===== src/hw/rtl/i2crr_pkg.sv =====
// ----------------------------------------------------------------------------
// I2C register read master package
// Shared types, register indexes and reset values.
// ----------------------------------------------------------------------------
package i2crr_pkg;

    localparam int MAX_READ_BYTES = 16;

    localparam int CFG_INDEX_W = 1;
    localparam int CFG_DATA_W  = 21;

    localparam logic [CFG_INDEX_W-1:0] REG_DEVICE_ADDRESS     = 1'd0;
    localparam logic [CFG_INDEX_W-1:0] REG_RESTART_WAIT_TICKS = 1'd1;

    localparam logic CMD_START = 1'b0;
    localparam logic CMD_TICK  = 1'b1;

    localparam logic [6:0]  DEVICE_ADDRESS_RESET     = 7'd40;
    localparam logic [20:0] RESTART_WAIT_TICKS_RESET = 21'd1250000;

    typedef struct packed {
        logic [6:0]  device_address;
        logic [20:0] restart_wait_ticks;
    } cfg_t;

    typedef struct packed {
        logic       command;
        logic [7:0] register_address;
        logic [4:0] byte_count;
        logic       sda_in;
    } item_t;

    typedef struct packed {
        logic       scl_level;
        logic       sda_level;
        logic       sda_released;
        logic       byte_valid;
        logic [7:0] read_byte;
        logic       last;
        logic       busy_res;
    } result_t;

endpackage


===== src/hw/rtl/i2crr_if.sv =====
// ----------------------------------------------------------------------------
// I2C register read master channels
// Item, result and configuration write channels with valid/ready.
// ----------------------------------------------------------------------------
interface i2crr_item_if;
    logic       valid;
    logic       ready;
    logic       command;
    logic [7:0] register_address;
    logic [4:0] byte_count;
    logic       sda_in;

    modport source (output valid, output command, output register_address,
                    output byte_count, output sda_in, input ready);
    modport sink   (input valid, input command, input register_address,
                    input byte_count, input sda_in, output ready);
endinterface

interface i2crr_result_if;
    logic       valid;
    logic       ready;
    logic       scl_level;
    logic       sda_level;
    logic       sda_released;
    logic       byte_valid;
    logic [7:0] read_byte;
    logic       last;
    logic       busy_res;

    modport source (output valid, output scl_level, output sda_level,
                    output sda_released, output byte_valid, output read_byte,
                    output last, output busy_res, input ready);
    modport sink   (input valid, input scl_level, input sda_level,
                    input sda_released, input byte_valid, input read_byte,
                    input last, input busy_res, output ready);
endinterface

interface i2crr_cfg_if;
    logic                               valid;
    logic                               ready;
    logic [i2crr_pkg::CFG_INDEX_W-1:0]  index;
    logic [i2crr_pkg::CFG_DATA_W-1:0]   data;

    modport source (output valid, output index, output data, input ready);
    modport sink   (input valid, input index, input data, output ready);
endinterface


===== src/hw/rtl/i2crr_core.sv =====
// ----------------------------------------------------------------------------
// I2C register read sequencer
// Bus phase state and one quarter-bit step per accepted beat.
// ----------------------------------------------------------------------------
module i2crr_core
(
    input  logic               clk,
    input  logic               rst_n,
    input  logic               step,
    input  i2crr_pkg::item_t   item_in,
    input  i2crr_pkg::cfg_t    cfg_in,
    output i2crr_pkg::result_t result_out
);

    typedef enum logic [4:0] {
        PH_IDLE = 5'd0,
        PH_ST0  = 5'd1,
        PH_ST1  = 5'd2,
        PH_WA   = 5'd3,
        PH_WR   = 5'd7,
        PH_RS   = 5'd11,
        PH_WB   = 5'd15,
        PH_WAIT = 5'd19,
        PH_RD   = 5'd20,
        PH_SP   = 5'd24
    } phase_t;

    localparam int MAX_READ_BYTES_I = i2crr_pkg::MAX_READ_BYTES;

    phase_t      phase_reg,       phase_next;
    logic [3:0]  bit_index_reg,   bit_index_next;
    logic [7:0]  shift_reg,       shift_next;
    logic [4:0]  bytes_left_reg,  bytes_left_next;
    logic [20:0] wait_reg,        wait_next;
    logic [7:0]  saved_reg,       saved_next;
    logic        scl_reg,         scl_next;
    logic        sda_reg,         sda_next;

    logic        rel;
    logic        byte_done;
    logic [7:0]  rbyte;
    logic        last_flag;
    logic [1:0]  q_w;
    logic [1:0]  q_r;
    logic [4:0]  wbase;
    logic [4:0]  cnt;
    logic [20:0] wait_dec;
    logic        data_bit;
    logic [4:0]  left_dec;

    always_comb
    begin
        phase_next      = phase_reg;
        bit_index_next  = bit_index_reg;
        shift_next      = shift_reg;
        bytes_left_next = bytes_left_reg;
        wait_next       = wait_reg;
        saved_next      = saved_reg;
        scl_next        = scl_reg;
        sda_next        = sda_reg;
        rel             = 1'b0;
        byte_done       = 1'b0;
        rbyte           = 8'd0;
        last_flag       = 1'b0;
        q_w             = 2'(phase_reg - PH_WA);
        q_r             = 2'(phase_reg);
        wbase           = phase_reg - {3'd0, q_w};
        cnt             = item_in.byte_count;
        wait_dec        = (wait_reg != 21'd0) ? wait_reg - 21'd1 : 21'd0;
        data_bit        = (bit_index_reg < 4'd8);
        left_dec        = (bytes_left_reg != 5'd0) ? bytes_left_reg - 5'd1 : 5'd0;

        if (step)
        begin
            if (item_in.command == i2crr_pkg::CMD_START)
            begin
                if (phase_reg == PH_IDLE)
                begin
                    if (cnt == 5'd0)
                    begin
                        cnt = 5'd1;
                    end
                    if (32'(cnt) > MAX_READ_BYTES_I)
                    begin
                        cnt = 5'(MAX_READ_BYTES_I);
                    end
                    bytes_left_next = cnt;
                    saved_next      = item_in.register_address;
                    bit_index_next  = 4'd0;
                    shift_next      = 8'd0;
                    phase_next      = PH_ST0;
                end
            end
            else if (phase_reg == PH_IDLE)
            begin
                phase_next = PH_IDLE;
            end
            else if (phase_reg == PH_ST0)
            begin
                sda_next   = 1'b0;
                phase_next = PH_ST1;
            end
            else if (phase_reg == PH_ST1)
            begin
                scl_next       = 1'b0;
                phase_next     = PH_WA;
                bit_index_next = 4'd0;
                shift_next     = {cfg_in.device_address, 1'b0};
            end
            else if (phase_reg >= PH_RS && phase_reg < PH_WB)
            begin
                case (q_w)
                    2'd0:    sda_next = 1'b1;
                    2'd1:    scl_next = 1'b1;
                    2'd2:    sda_next = 1'b0;
                    default: scl_next = 1'b0;
                endcase
                if (q_w != 2'd3)
                begin
                    phase_next = phase_t'(phase_reg + 5'd1);
                end
                else
                begin
                    phase_next     = PH_WB;
                    bit_index_next = 4'd0;
                    shift_next     = {cfg_in.device_address, 1'b1};
                end
            end
            else if (phase_reg >= PH_WA && phase_reg < PH_WAIT)
            begin
                rel = !data_bit;
                case (q_w)
                    2'd0:
                    begin
                        scl_next   = 1'b0;
                        sda_next   = rel ? 1'b1 : shift_reg[3'(4'd7 - bit_index_reg)];
                        phase_next = phase_t'(wbase + 5'd1);
                    end
                    2'd1, 2'd2:
                    begin
                        scl_next   = 1'b1;
                        phase_next = phase_t'(phase_reg + 5'd1);
                    end
                    default:
                    begin
                        scl_next = 1'b0;
                        if (data_bit)
                        begin
                            bit_index_next = 4'(bit_index_reg + 4'd1);
                            phase_next     = phase_t'(wbase);
                        end
                        else if (wbase == PH_WA)
                        begin
                            phase_next     = PH_WR;
                            bit_index_next = 4'd0;
                            shift_next     = saved_reg;
                        end
                        else if (wbase == PH_WR)
                        begin
                            phase_next = PH_RS;
                        end
                        else if (cfg_in.restart_wait_ticks == 21'd0)
                        begin
                            phase_next     = PH_RD;
                            bit_index_next = 4'd0;
                            shift_next     = 8'd0;
                        end
                        else
                        begin
                            wait_next  = cfg_in.restart_wait_ticks;
                            phase_next = PH_WAIT;
                        end
                    end
                endcase
            end
            else if (phase_reg == PH_WAIT)
            begin
                wait_next = wait_dec;
                if (wait_dec == 21'd0)
                begin
                    phase_next     = PH_RD;
                    bit_index_next = 4'd0;
                    shift_next     = 8'd0;
                end
            end
            else if (phase_reg >= PH_RD && phase_reg < PH_SP)
            begin
                rel = data_bit;
                case (q_r)
                    2'd0:
                    begin
                        scl_next   = 1'b0;
                        sda_next   = data_bit ? 1'b1 : (bytes_left_reg <= 5'd1);
                        phase_next = phase_t'(PH_RD + 5'd1);
                    end
                    2'd1:
                    begin
                        scl_next   = 1'b1;
                        phase_next = phase_t'(PH_RD + 5'd2);
                    end
                    2'd2:
                    begin
                        scl_next = 1'b1;
                        if (data_bit)
                        begin
                            shift_next = {shift_reg[6:0], item_in.sda_in};
                            if (bit_index_reg == 4'd7)
                            begin
                                byte_done = 1'b1;
                                rbyte     = shift_next;
                                last_flag = (bytes_left_reg <= 5'd1);
                            end
                        end
                        phase_next = phase_t'(PH_RD + 5'd3);
                    end
                    default:
                    begin
                        scl_next = 1'b0;
                        if (data_bit)
                        begin
                            bit_index_next = 4'(bit_index_reg + 4'd1);
                            phase_next     = PH_RD;
                        end
                        else
                        begin
                            bytes_left_next = left_dec;
                            if (left_dec == 5'd0)
                            begin
                                phase_next = PH_SP;
                            end
                            else
                            begin
                                phase_next     = PH_RD;
                                bit_index_next = 4'd0;
                                shift_next     = 8'd0;
                            end
                        end
                    end
                endcase
            end
            else if (phase_reg >= PH_SP && phase_reg < 5'(PH_SP + 5'd3))
            begin
                case (q_r)
                    2'd0:
                    begin
                        sda_next   = 1'b0;
                        phase_next = phase_t'(PH_SP + 5'd1);
                    end
                    2'd1:
                    begin
                        scl_next   = 1'b1;
                        phase_next = phase_t'(PH_SP + 5'd2);
                    end
                    default:
                    begin
                        sda_next       = 1'b1;
                        phase_next     = PH_IDLE;
                        bit_index_next = 4'd0;
                    end
                endcase
            end
            else
            begin
                // drop out of an unknown phase
                phase_next      = PH_IDLE;
                scl_next        = 1'b1;
                sda_next        = 1'b1;
                bit_index_next  = 4'd0;
                bytes_left_next = 5'd0;
            end
        end

        result_out.scl_level    = scl_next;
        result_out.sda_level    = rel | sda_next;
        result_out.sda_released = rel;
        result_out.byte_valid   = byte_done;
        result_out.read_byte    = rbyte;
        result_out.last         = last_flag;
        result_out.busy_res     = (phase_next != PH_IDLE);
    end

    always_ff @(posedge clk or negedge rst_n)
    begin
        if (!rst_n)
        begin
            phase_reg      <= PH_IDLE;
            bit_index_reg  <= 4'd0;
            shift_reg      <= 8'd0;
            bytes_left_reg <= 5'd0;
            wait_reg       <= 21'd0;
            saved_reg      <= 8'd0;
            scl_reg        <= 1'b1;
            sda_reg        <= 1'b1;
        end
        else
        begin
            phase_reg      <= phase_next;
            bit_index_reg  <= bit_index_next;
            shift_reg      <= shift_next;
            bytes_left_reg <= bytes_left_next;
            wait_reg       <= wait_next;
            saved_reg      <= saved_next;
            scl_reg        <= scl_next;
            sda_reg        <= sda_next;
        end
    end

endmodule


===== src/hw/rtl/i2c_master_register_read.sv =====
// ----------------------------------------------------------------------------
// I2C master register read
// Bit-level I2C master that reads a run of bytes from one target register,
// one quarter-bit bus phase per tick beat.
// ----------------------------------------------------------------------------
//  channel  dir  beat payload
//  item     in   command, register_address, byte_count, sda_in
//  result   out  scl_level, sda_level, sda_released, byte_valid, read_byte,
//                last, busy_res
//  cfg      in   index, data (device_address, restart_wait_ticks)
//
//  One item beat per clock unless the item channel stalls; each item beat yields
//  one result beat in the following cycle through the result register.
//  The sequencer step is a single pass of logic between the state and the
//  result register.
//  The item channel stalls only while the result register is full and not
//  being taken. cfg is always ready.
//  Reset: idle, both lines high, cfg registers at their default values; result_reg is not reset.
// ----------------------------------------------------------------------------
module i2c_master_register_read
(
    input  logic            clk,
    input  logic            rst_n,
    i2crr_item_if.sink      item,
    i2crr_result_if.source  result,
    i2crr_cfg_if.sink       cfg
);

    i2crr_pkg::cfg_t    cfg_reg;
    i2crr_pkg::item_t   item_in;
    i2crr_pkg::result_t step_result;
    i2crr_pkg::result_t result_reg;
    logic               out_valid_reg;
    logic               item_accept;

    assign item.ready  = !out_valid_reg || result.ready;
    assign item_accept = item.valid && item.ready;
    assign cfg.ready   = 1'b1;

    assign item_in.command          = item.command;
    assign item_in.register_address = item.register_address;
    assign item_in.byte_count       = item.byte_count;
    assign item_in.sda_in           = item.sda_in;

    i2crr_core u_core
    (
        .clk        (clk),
        .rst_n      (rst_n),
        .step       (item_accept),
        .item_in    (item_in),
        .cfg_in     (cfg_reg),
        .result_out (step_result)
    );

    always_ff @(posedge clk or negedge rst_n)
    begin
        if (!rst_n)
        begin
            cfg_reg.device_address     <= i2crr_pkg::DEVICE_ADDRESS_RESET;
            cfg_reg.restart_wait_ticks <= i2crr_pkg::RESTART_WAIT_TICKS_RESET;
        end
        else if (cfg.valid)
        begin
            case (cfg.index)
                i2crr_pkg::REG_DEVICE_ADDRESS:
                    cfg_reg.device_address <= cfg.data[6:0];
                i2crr_pkg::REG_RESTART_WAIT_TICKS:
                    cfg_reg.restart_wait_ticks <= cfg.data[20:0];
                default:
                    cfg_reg <= cfg_reg;
            endcase
        end
    end

    always_ff @(posedge clk or negedge rst_n)
    begin
        if (!rst_n)
        begin
            out_valid_reg <= 1'b0;
        end
        else if (item_accept)
        begin
            out_valid_reg <= 1'b1;
        end
        else if (result.ready)
        begin
            out_valid_reg <= 1'b0;
        end
    end

    always_ff @(posedge clk)
    begin
        if (item_accept)
        begin
            result_reg <= step_result;
        end
    end

    assign result.valid        = out_valid_reg;
    assign result.scl_level    = result_reg.scl_level;
    assign result.sda_level    = result_reg.sda_level;
    assign result.sda_released = result_reg.sda_released;
    assign result.byte_valid   = result_reg.byte_valid;
    assign result.read_byte    = result_reg.read_byte;
    assign result.last         = result_reg.last;
    assign result.busy_res     = result_reg.busy_res;

    a_accept_gives_beat: assert property (@(posedge clk) disable iff (!rst_n)
        item_accept |=> out_valid_reg)
        else $error("item beat did not load the result register");

    a_byte_while_released: assert property (@(posedge clk) disable iff (!rst_n)
        out_valid_reg && result_reg.byte_valid |-> result_reg.sda_released)
        else $error("byte completed while SDA driven");

    a_last_with_byte: assert property (@(posedge clk) disable iff (!rst_n)
        out_valid_reg && result_reg.last |-> result_reg.byte_valid)
        else $error("last mark without a byte");

    a_idle_lines_high: assert property (@(posedge clk) disable iff (!rst_n)
        out_valid_reg && !result_reg.busy_res |-> result_reg.scl_level && result_reg.sda_level)
        else $error("bus lines not released while idle");

endmodule

===== src/flat_wrapper.sv =====
// flat-port wrapper written by rule: the top's interface ports become plain ports
module i2c_master_register_read_flat 
  (clk, rst_n, item_valid, item_command, item_register_address, item_byte_count, item_sda_in, item_ready, result_valid, result_scl_level, result_sda_level, result_sda_released, result_byte_valid, result_read_byte, result_last, result_busy_res, result_ready, cfg_valid, cfg_index, cfg_data, cfg_ready);
  i2crr_item_if item_i ();
  i2crr_result_if result_i ();
  i2crr_cfg_if cfg_i ();
  input  logic clk;
  input  logic rst_n;
  input wire logic [$bits(item_i.valid)-1:0] item_valid;
  input wire logic [$bits(item_i.command)-1:0] item_command;
  input wire logic [$bits(item_i.register_address)-1:0] item_register_address;
  input wire logic [$bits(item_i.byte_count)-1:0] item_byte_count;
  input wire logic [$bits(item_i.sda_in)-1:0] item_sda_in;
  output wire logic [$bits(item_i.ready)-1:0] item_ready;
  output wire logic [$bits(result_i.valid)-1:0] result_valid;
  output wire logic [$bits(result_i.scl_level)-1:0] result_scl_level;
  output wire logic [$bits(result_i.sda_level)-1:0] result_sda_level;
  output wire logic [$bits(result_i.sda_released)-1:0] result_sda_released;
  output wire logic [$bits(result_i.byte_valid)-1:0] result_byte_valid;
  output wire logic [$bits(result_i.read_byte)-1:0] result_read_byte;
  output wire logic [$bits(result_i.last)-1:0] result_last;
  output wire logic [$bits(result_i.busy_res)-1:0] result_busy_res;
  input wire logic [$bits(result_i.ready)-1:0] result_ready;
  input wire logic [$bits(cfg_i.valid)-1:0] cfg_valid;
  input wire logic [$bits(cfg_i.index)-1:0] cfg_index;
  input wire logic [$bits(cfg_i.data)-1:0] cfg_data;
  output wire logic [$bits(cfg_i.ready)-1:0] cfg_ready;
  assign item_i.valid = item_valid;
  assign item_i.command = item_command;
  assign item_i.register_address = item_register_address;
  assign item_i.byte_count = item_byte_count;
  assign item_i.sda_in = item_sda_in;
  assign item_ready = item_i.ready;
  assign result_valid = result_i.valid;
  assign result_scl_level = result_i.scl_level;
  assign result_sda_level = result_i.sda_level;
  assign result_sda_released = result_i.sda_released;
  assign result_byte_valid = result_i.byte_valid;
  assign result_read_byte = result_i.read_byte;
  assign result_last = result_i.last;
  assign result_busy_res = result_i.busy_res;
  assign result_i.ready = result_ready;
  assign cfg_i.valid = cfg_valid;
  assign cfg_i.index = cfg_index;
  assign cfg_i.data = cfg_data;
  assign cfg_ready = cfg_i.ready;
  i2c_master_register_read u_core (.clk(clk), .rst_n(rst_n), .item(item_i), .result(result_i), .cfg(cfg_i));
endmodule

===== config.mk =====
export PLATFORM = sky130hd
export DESIGN_NAME = i2c_master_register_read_flat
export DESIGN_NICKNAME = d
export VERILOG_FILES = /design/src/hw/rtl/i2crr_pkg.sv /design/src/hw/rtl/i2crr_if.sv /design/src/hw/rtl/i2crr_core.sv /design/src/hw/rtl/i2c_master_register_read.sv /design/src/flat_wrapper.sv
export SDC_FILE = /design/constraint.sdc
export NUM_CORES = 1
export LEC_CHECK = 0
export ABC_AREA = 1
export BUFFER_PORTS_ARGS = -buffer_cell sky130_fd_sc_hd__buf_2
export CORE_UTILIZATION = 61
export CTS_BUF_LIST = sky130_fd_sc_hd__clkbuf_16
export CTS_CLUSTER_SIZE = 16
export DETAILED_ROUTE_END_ITERATION = 8
export GPL_ROUTABILITY_DRIVEN = 0
export PLACE_DENSITY = 0.79
export SLEW_MARGIN = 40
export SYNTH_ARGS = -nofsm -noshare
export SYNTH_HDL_FRONTEND = slang
export SYNTH_SLANG_ARGS = --single-unit
export TNS_END_PERCENT = 10

===== constraint.sdc =====
create_clock -name clk -period 3.2 [get_ports clk]
set_input_delay 0.16 -clock clk [delete_from_list [all_inputs] [get_ports clk]]
set_output_delay 0.16 -clock clk [all_outputs]
set_load 0.05 [all_outputs]

[Yosys cells after proc, flatten, opt, wreduce, memory -nomap -nowiden]
Index checks and enable logic that the tools add are counted.
Word-level totals
  output and inout port bits: 17
  word-level logic and storage cells: 259
  bits in registers: 96
  input port bits: 42
Operators by class
  mux-type cells: 133
  order comparisons: 12
  equal/unequal tests: 40
  reduce and logical (&&, ||, !) cells: 37
  add/subtract/negate cells: 8
  bitwise operators: 11
Operator list (number)
  two-way mux 5 bit: 34
  two-way mux 21 bit: 8
  two-way mux 8 bit: 19
  two-way mux 4 bit: 23
  zero test 21 bit: 2
  two-way mux 1 bit: 40
  != test 2 bit (second input constant): 12
  AND reduction 12 bit: 2
  != test 7 bit (second input constant): 3
  nonzero test 21 bit: 1
  subtractor 21 x 1 -> 21 bit (second input constant): 1
  one-hot mux 5 bit (2 select lines): 2
  != test 8 bit (second input constant): 2
  one-hot mux 8 bit (2 select lines): 1
  zero test 5 bit: 3
  less-than comparator 5 bit (second input constant): 3
  AND reduction 15 bit: 1
  != test 7 x 6 -> 1 bit (second input constant): 2
  one-hot mux 4 bit (3 select lines): 1
  AND reduction 11 bit: 1
  OR reduction 11 bit: 1
  adder 5 x 1 -> 5 bit (second input constant): 2
  == test 5 x 2 -> 1 bit (second input constant): 2
  >= comparator 5 bit (second input constant): 2
  43 further kinds: 73

[Depth between registers and ports, before layout]
Gate-level depths: netlist (run 1).
  depth in word-level cells: 16
  mapped depth: 22
  mapped depth without buffers: 21

[Hierarchy]
From an unflattened synthesis (run 1), not the netlist that was laid out.
Second synthesis, totals
  cells, all modules: 910
  area total of the unflattened synthesis: 6575.1 µm²
By module, submodules not included
  i2crr_core: instances 1, area an instance 4977.3 µm², sequential area each 1328.8 µm², cells each 766
  i2c_master_register_read: instances 1, area an instance 1597.8 µm², sequential area each 1158.6 µm², cells each 144

[Worst setup path after synthesis (run 1)]
OpenSTA, ideal clock, no wires.
  path kind: register to register
  start point: register u_core.u_core.phase_reg[0]
  end point: register u_core.result_reg (netlist bit u_core.result.busy_res), data pin
  slack: 0.488 ns
  arrival: 2.452 ns
  path buffers: 0
  required time: 2.940 ns
  stages on the path, launching flop included: 18
  clock period less this slack: 2.712 ns
  setup time: 0.260 ns
  cells stage by stage: dfrtp_1 > inv_2 > ha_1 > inv_1 > nand2_1 > nand3_1 > nand2_1 > inv_1 > ha_1 > a22o_1 > nand2_1 > nand2_1 > a21oi_1 > nor2_1 > a21oi_1 > nand2_1 > nor2_1 > nand3_1
RTL lines
  start, declared: RTL line i2crr_core.sv:30  | phase_t phase_reg, phase_next;
  start signal, assigned: RTL line i2crr_core.sv:297  | phase_reg <= phase_next;
  end signal, assigned: RTL line i2c_master_register_read.sv:95  | result_reg <= step_result;
  end, declared: RTL line i2c_master_register_read.sv:32  | i2crr_pkg::result_t result_reg;

==> results of run 1 <==
## worst max-delay path, stage by stage, from the launching register on
cell	delay [ns]
dfrtp_2	0.47
ha_1	0.40
inv_2	0.13
ha_1	0.22
nand2_1	0.07
nand2_1	0.12
nor2_2	0.20
nand3_1	0.17
nand2_1	0.14
nand3_1	0.07
a21oi_1	0.17
nor2_1	0.07
a21oi_1	0.21
nand2_1	0.11
nor2_1	0.10
nand3_1	0.07
## what timing repair did
action,4_1_cts,5_1_grt
endpoints found under the setup margin,0,13
setup buffers,0,3
endpoints found under the hold margin,70,0
resized for setup,0,4
hold buffers,1,0
## final timing paths
path | start | to | cells past startpoint | slack, ns
worst min-delay path | item_register_address[3] | u_core.u_core.saved_reg[3]$_DFFE_PN0P_ | 2 | 0.02
worst max register to register | u_core.u_core.phase_reg[0]$_DFF_PN0_ | u_core.result.busy_res$_DFFE_PP_ | 15 | 0.24
worst max-delay path | u_core.u_core.phase_reg[0]$_DFF_PN0_ | u_core.result.busy_res$_DFFE_PP_ | 15 | 0.24
max in group asynchronous | rst_n | u_core.u_core.bytes_left_reg[2]$_DFFE_PN0P_ | 2 | 2.32
min in group asynchronous | rst_n | u_core.cfg_reg[14]$_DFFE_PN0P_ | 2 | 0.40
worst min register to register | u_core.cfg_reg[26]$_DFFE_PN1P_ | u_core.cfg_reg[26]$_DFFE_PN1P_ | 2 | 0.49
## per-layer routing
metal	vias up	part of all wire	track usage
met5	-	0	0
met2	322	0.45	0.500
met4	0	0.026	0.144
met3	51	0.077	0.0499
li1	2946	-	-
met1	2898	0.45	0.457
## through the flow
| stage | hold slack, ns | area [sq um] | cells |
|---|---|---|---|
| after floorplan | -0.136 | 6440 | 850 |
| after global placement | 0.393 | 6810 | 1027 |
| after detailed placement | 0.259 | 6820 | 1027 |
| after CTS | 0.0184 | 7110 | 1044 |
| after global routing | 0.0278 | 7140 | 1047 |
| final | 0.0227 | 7140 | 1047 |
## power groups by stage
stage               Clock, mW  Combinational, mW  Sequential [mW]
floorplan                   0               2.64             1.97
global placement            0               3.26             2.01
detailed placement          0               3.35             2.02
CTS                      1.05               3.39             2.01
global route             1.10               3.93             2.06
finish                   1.04               3.52             2.02
## area by class of cell
class                      instances  area [sq um]  share of cell area
timing repair buffer              70           394              0.0552
tap                              136           170              0.0238
clock inverter                     7          53.8             0.00754
inverter                         111           419              0.0587
sequential                        96          2490               0.349
multi-input combinational        618          3390               0.474
clock buffer                       9           225              0.0316
## placed cells by master, fill, tap and decap left out, drive strengths merged, types with 16 or more instances in the layout
cell,synthesis,routed
dfrtp,70,70
nand3,62,62
o211ai,26,26
nand2,203,203
buf,14,68
a21oi,26,26
o21ai,80,80
mux2,19,19
ha,17,17
nor2,119,119
inv,107,110
nand4,16,16
## cell families (layout without fill, tap and decap cells)
kind of cell	Yosys count	after routing
simple gates	416	416
compound gates	159	159
buf+inv	136	197
flops	96	96
mux	19	19
fa+ha+maj	17	17
xor+xnor	6	6
other cells	1	1
==> qor.yml, run 1 <==
status:
  outcome: "finished, final reports clean"
worst_hold_path:
  worstHoldPathType: "primary input to flop"
synthesis:
  ys.flop_type: "dfrtp_1"
  synth-adder-area-share: 0.0330
  synth_seq_cells: 96
  avgSynthCellArea_sq_um: 7.58
  ys_top_cells_by_count: "nand2_1 (194), nor2_1 (101), inv_1 (97)"
  ys_warn_count: 0
  syn-cell-area_sq_mm: 0.00644
  ys_types: 51
  synth_edf_count: 14
  synthArstFlopShare: 0.854
  ys_top_cells_by_area: "dfrtp_1 (27%), nand2_1 (11%), edfxtp_1 (6.5%)"
  synth_top_cell_area_share: 0.272
  synth_area_leader_cell: "dfrtp_1"
  ys_seq_area_frac: 0.386
  synth_top_family_by_area: "simple AND/OR/NAND/NOR gates"
  yosys.area_share.simple: 0.301
  yosysMostFrequentCell: "nand2_1"
  syn-num-nets: 909
  muxShareOfSynthArea: 0.0332
  synth-compound-area-share: 0.149
  synth_xor_area_frac: 0.00816
  synth_cells: 850
floorplan:
  fp.dieW_microns: 105
  rows: 37
  ios: 59
  die_h_microns: 105
  coreArea_sq_mm: 0.0103
  die_area_sq_mm: 0.0110
  start_util: 0.627
clocking:
  clock-sinks: 96
  cts_tree: "built"
  cts_made_buffers: 9
  cts_root_buf: "clkbuf_16"
  h-tree-depth: 3
  clk_pin_slew_ns: 0.07
  insertion_delay_ns: 0.36
  clockBufferDepth: 2
detailed_routing:
  wirelength_microns: 16500
  routedWlPerCell_microns: 15.8
  drt-initial-drc-count: 559
  drt_pass1_iterations: 6
  vias_per_cell: 5.94
  route.detailed.drc: 0
  ant_nets: 0
  vias: 6217
power:
  p_sw_mw: 3.26
  power_mw: 6.58
  p_int_mw: 3.31
  powerDensity_mw_per_mm2: 921
  power.clock.fraction: 0.158
  swShare: 0.496
  p_leak_nw: 3.37
  max-vdd-ir-drop_mv: 0.516
  p_comb_frac: 0.535
  p_seq_frac: 0.306
sta:
  finClkSkew_ns: 0.0118
  fin_crit_ns: 2.96
  layout_setup_ws_ns: 0.245
  hold_viol_final: 0
  finalMaxSlewViolations: 0
  finalSetupViolCount: 0
  slew_headroom: 0.560
  worst_slew_pin_slew_ns: 0.660
  grt_setup_unrepaired: "false"
  setup-tns-final_ns: 0
  post-route-period-util: 0.924
  max_freq_ghz: 0.338
placed_design:
  dp_hpwl_microns: 11900
  io_buffers: 57
  dpl_worst_slack_ns: 0.146
grt:
  grt_first_pass_wirelength_microns: 28600
  grt.total_usage: 0.325
  antenna_found_initial: 0
  grt_max_degree: 83
  grt_pass1_vias: 6055
  gr-total-overflow: 0
worst_setup_path:
  required_ns: 3.31
  crit_fanout: 8
  crit_type: "flop to flop"
  start_kind: "flop"
  crit_arrival_ns: 3.07
  worstSetupEndpointType: "flop"
finish:
  largest_reg_flops: 28
  num_antenna_cells: 0
  final_nets: 965
  fill_cells: 856
  area_delta_synth_final_pct: 10.8
  fin_util: 0.695
  drive_above_1_share: 0.198
run:
  drv_cap: 0
(Power assumes the default switching activity.)
==> inputs of run 2 (changes only) <==
--- a/config.mk
+++ b/config.mk
@@ -7,6 +7,7 @@
 export LEC_CHECK = 0
 export ABC_AREA = 1
 export BUFFER_PORTS_ARGS = -buffer_cell sky130_fd_sc_hd__buf_2
+export CORE_MARGIN = 2
 export CORE_UTILIZATION = 61
 export CTS_BUF_LIST = sky130_fd_sc_hd__clkbuf_16
 export CTS_CLUSTER_SIZE = 16
==> constraint.sdc (replaced) <==
create_clock -name clk -period 3.2 [get_ports clk]
set_input_delay 0.16 -clock clk [delete_from_list [all_inputs] [get_ports clk]]
set_output_delay 0.16 -clock clk [all_outputs]
set_load 0.1 [all_outputs]
==> qor.yml, run 2 (synthesized netlist as in run 1, its figures left out) <==
sta:
  timing.hold.ws_ns: 0.0357  # was 0.0227 ns
  finalMaxSlewViolations: 0  # unchanged
  fin_crit_ns: 2.95  # was 2.96 ns
  grt_setup_unrepaired: "false"  # unchanged
  hold_viol_final: 0  # unchanged
  max_freq_ghz: 0.339  # was 0.338 GHz
  setup-tns-final_ns: 0  # unchanged
  finClkSkew_ns: 0.00924  # was 0.0118 ns
  slew_headroom: 0.566  # was 0.560
  post-route-period-util: 0.921  # was 0.924
  finalSetupViolCount: 0  # unchanged
  worst_slew_pin_slew_ns: 0.650  # was 0.660 ns
clocking:
  clockBufferDepth: 2  # unchanged
  cts_made_buffers: 9  # unchanged
  clk_pin_slew_ns: 0.07  # about the same
  cts_root_buf: "clkbuf_16"  # unchanged
  cts_tree: "built"  # unchanged
  clock-sinks: 96  # unchanged
  h-tree-depth: 3  # unchanged
  insertion_delay_ns: 0.35  # was 0.36 ns
worst_setup_path:
  regToRegSetupSlack_ns: 0.25  # was 0.24 ns
  crit_fanout: 8  # unchanged
  rr_startpoint: "u_core.u_core.phase_reg[1]$_DFF_PN0_"  # was u_core.u_core.phase_reg[0]$_DFF_PN0_
  ff2ff_path_depth: 17  # was 15
  start_kind: "flop"  # unchanged
  crit_type: "flop to flop"  # unchanged
  setup.worst_path.start: "u_core.u_core.phase_reg[1]$_DFF_PN0_"  # was u_core.u_core.phase_reg[0]$_DFF_PN0_
  reg2reg_to: "u_core.result.busy_res$_DFFE_PP_"  # unchanged
  required_ns: 3.30  # was 3.31 ns
  endpoint: "u_core.result.busy_res$_DFFE_PP_"  # unchanged
  worstSetupEndpointType: "flop"  # unchanged
  crit_arrival_ns: 3.05  # was 3.07 ns
power:
  p_int_mw: 3.42  # was 3.31 mW
  powerDensity_mw_per_mm2: 945  # was 921 mW/mm^2
  max-vdd-ir-drop_mv: 0.530  # was 0.516 mV
  p_sw_mw: 3.34  # was 3.26 mW
  p_leak_nw: 3.38  # was 3.37 nW
  p_comb_frac: 0.535  # about the same
  power.clock.fraction: 0.165  # was 0.158
  swShare: 0.494  # was 0.496
  p_seq_frac: 0.300  # was 0.306
detailed_routing:
  route.detailed.drc: 0  # unchanged
  wirelength_microns: 16500  # about the same
  routedWlPerCell_microns: 15.8  # about the same
  drt_pass1_iterations: 5  # was 6
  drt-initial-drc-count: 506  # was 559
  wl_met1_microns: 7230  # was 7370 microns
  vias: 6090  # was 6217
  routed.top_layer: "met4"  # unchanged
  wl_met3_microns: 1370  # was 1280 microns
  vias_per_cell: 5.84  # was 5.94
  dr_wl_met2_microns: 7440  # was 7420 microns
  ant_nets: 0  # unchanged
status:
  outcome: "finished, final reports clean"  # unchanged
grt:
  antenna_found_initial: 0  # unchanged
  grt_first_pass_wirelength_microns: 27400  # was 28600 microns
  grt.total_usage: 0.303  # was 0.325
  grt_max_degree: 83  # unchanged
  gr-total-overflow: 0  # unchanged
  grt_pass1_vias: 5757  # was 6055
finish:
  fill_cells: 865  # was 856
  final_cell_mix: "nand2_1 (192), nor2_1 (101), inv_1 (99), o21ai_0 (68), dfrtp_1 (68)"  # was nand2_1 (193), nor2_1 (101), inv_1 (97), o21ai_0 (68), dfrtp_1 (68)
  area_delta_synth_final_pct: 11.0  # was 10.8%
  largest_reg_flops: 28  # unchanged
  final_common_cell: "nand2_1"  # unchanged
  drive_above_1_share: 0.194  # was 0.198
  final_nets: 961  # was 965
  num_antenna_cells: 0  # unchanged
floorplan:
  ios: 59  # unchanged
  die_h_microns: 107  # was 105 microns
  rows: 37  # unchanged
  die_area_sq_mm: 0.0114  # was 0.0110 sq mm
  start_util: 0.627  # unchanged
  fp.dieW_microns: 107  # was 105 microns
  coreArea_sq_mm: 0.0103  # unchanged
worst_hold_path:
  worstHoldPathType: "primary input to flop"  # unchanged
run:
  drv_cap: 0  # unchanged
placed_design:
  dp_hpwl_microns: 12000  # was 11900 microns
  io_buffers: 57  # unchanged
## run 2: layout make-up
class	instances	area, sq um	area share
multi-input combinational	618	3400	0.475
sequential	96	2490	0.348
inverter	111	419	0.0586
timing repair buffer	66	364	0.0509
clock buffer	10	250	0.0350
tap	136	170	0.0238
clock inverter	6	58.8	0.00822
## run 2: critical path, stage by stage, from the launching register on
cell and delay (ns):
dfrtp_2 0.45, inv_1 0.17, ha_4 0.34, inv_1 0.06, nand2_1 0.07, nand3_1 0.09
nand2_1 0.17, inv_1 0.07, ha_1 0.29, a22o_1 0.23, nand2_1 0.06, nand2_1 0.04
a21oi_1 0.12, nor2_1 0.07, a21oi_1 0.21, nand2_1 0.10, nor2_1 0.09, nand3_1 0.07
## run 2: what timing repair did
action	in CTS	in global routing
endpoints found under the setup margin	0	10
buffers inserted	0	0
hold buffers	1	0
resized for setup	0	5
hold endpoints to repair	70	0
## run 2: per-layer routing
metal  track usage  vias up
li1              -     2930
met1         0.432     2813
met2         0.461      301
met3        0.0438       46
met4         0.138        0
met5             0        -
## run 2: power by group through the flow
| stage | clock network [mW] | logic [mW] | registers [mW] |
|---|---|---|---|
| final | 1.12 | 3.62 | 2.03 |
| after floorplan | 0 | 2.65 | 2.05 |
| after detailed placement | 0 | 3.47 | 2.03 |
| after global placement | 0 | 3.35 | 2.01 |
| after global routing | 1.20 | 4.01 | 2.07 |
| after CTS | 1.14 | 3.51 | 2.02 |
## run 2: how the worst min path moves through the flow
stage	slack [ns]	cells past startpoint	to	from
global route	0.03	2	u_core.cfg_reg[8]$_DFFE_PN0P_	cfg_data[8]
detailed placement	0.26	1	u_core.cfg_reg[13]$_DFFE_PN0P_	rst_n
global placement	0.39	1	u_core.u_core.wait_reg[18]$_DFFE_PN0P_	rst_n
floorplan	-0.14	0	u_core.cfg_reg[0]$_DFFE_PN0P_	rst_n
CTS	0.03	2	u_core.cfg_reg[8]$_DFFE_PN0P_	cfg_data[8]
finish	0.04	2	u_core.u_core.saved_reg[6]$_DFFE_PN0P_	item_register_address[6]
## run 2: metrics by stage
step / worst slack, ns / util / power (mW) / instance area, sq um / std cells
after detailed placement: 0.129 / 0.663 / 5.50 / 6810 / 1026
after global placement: 0.295 / 0.662 / 5.36 / 6810 / 1026
after CTS: 0.107 / 0.694 / 6.66 / 7130 / 1043
after floorplan: 0.137 / - / 4.70 / 6440 / 850
after global routing: 0.0430 / 0.696 / 7.28 / 7150 / 1043
final: 0.251 / 0.696 / 6.76 / 7150 / 1043
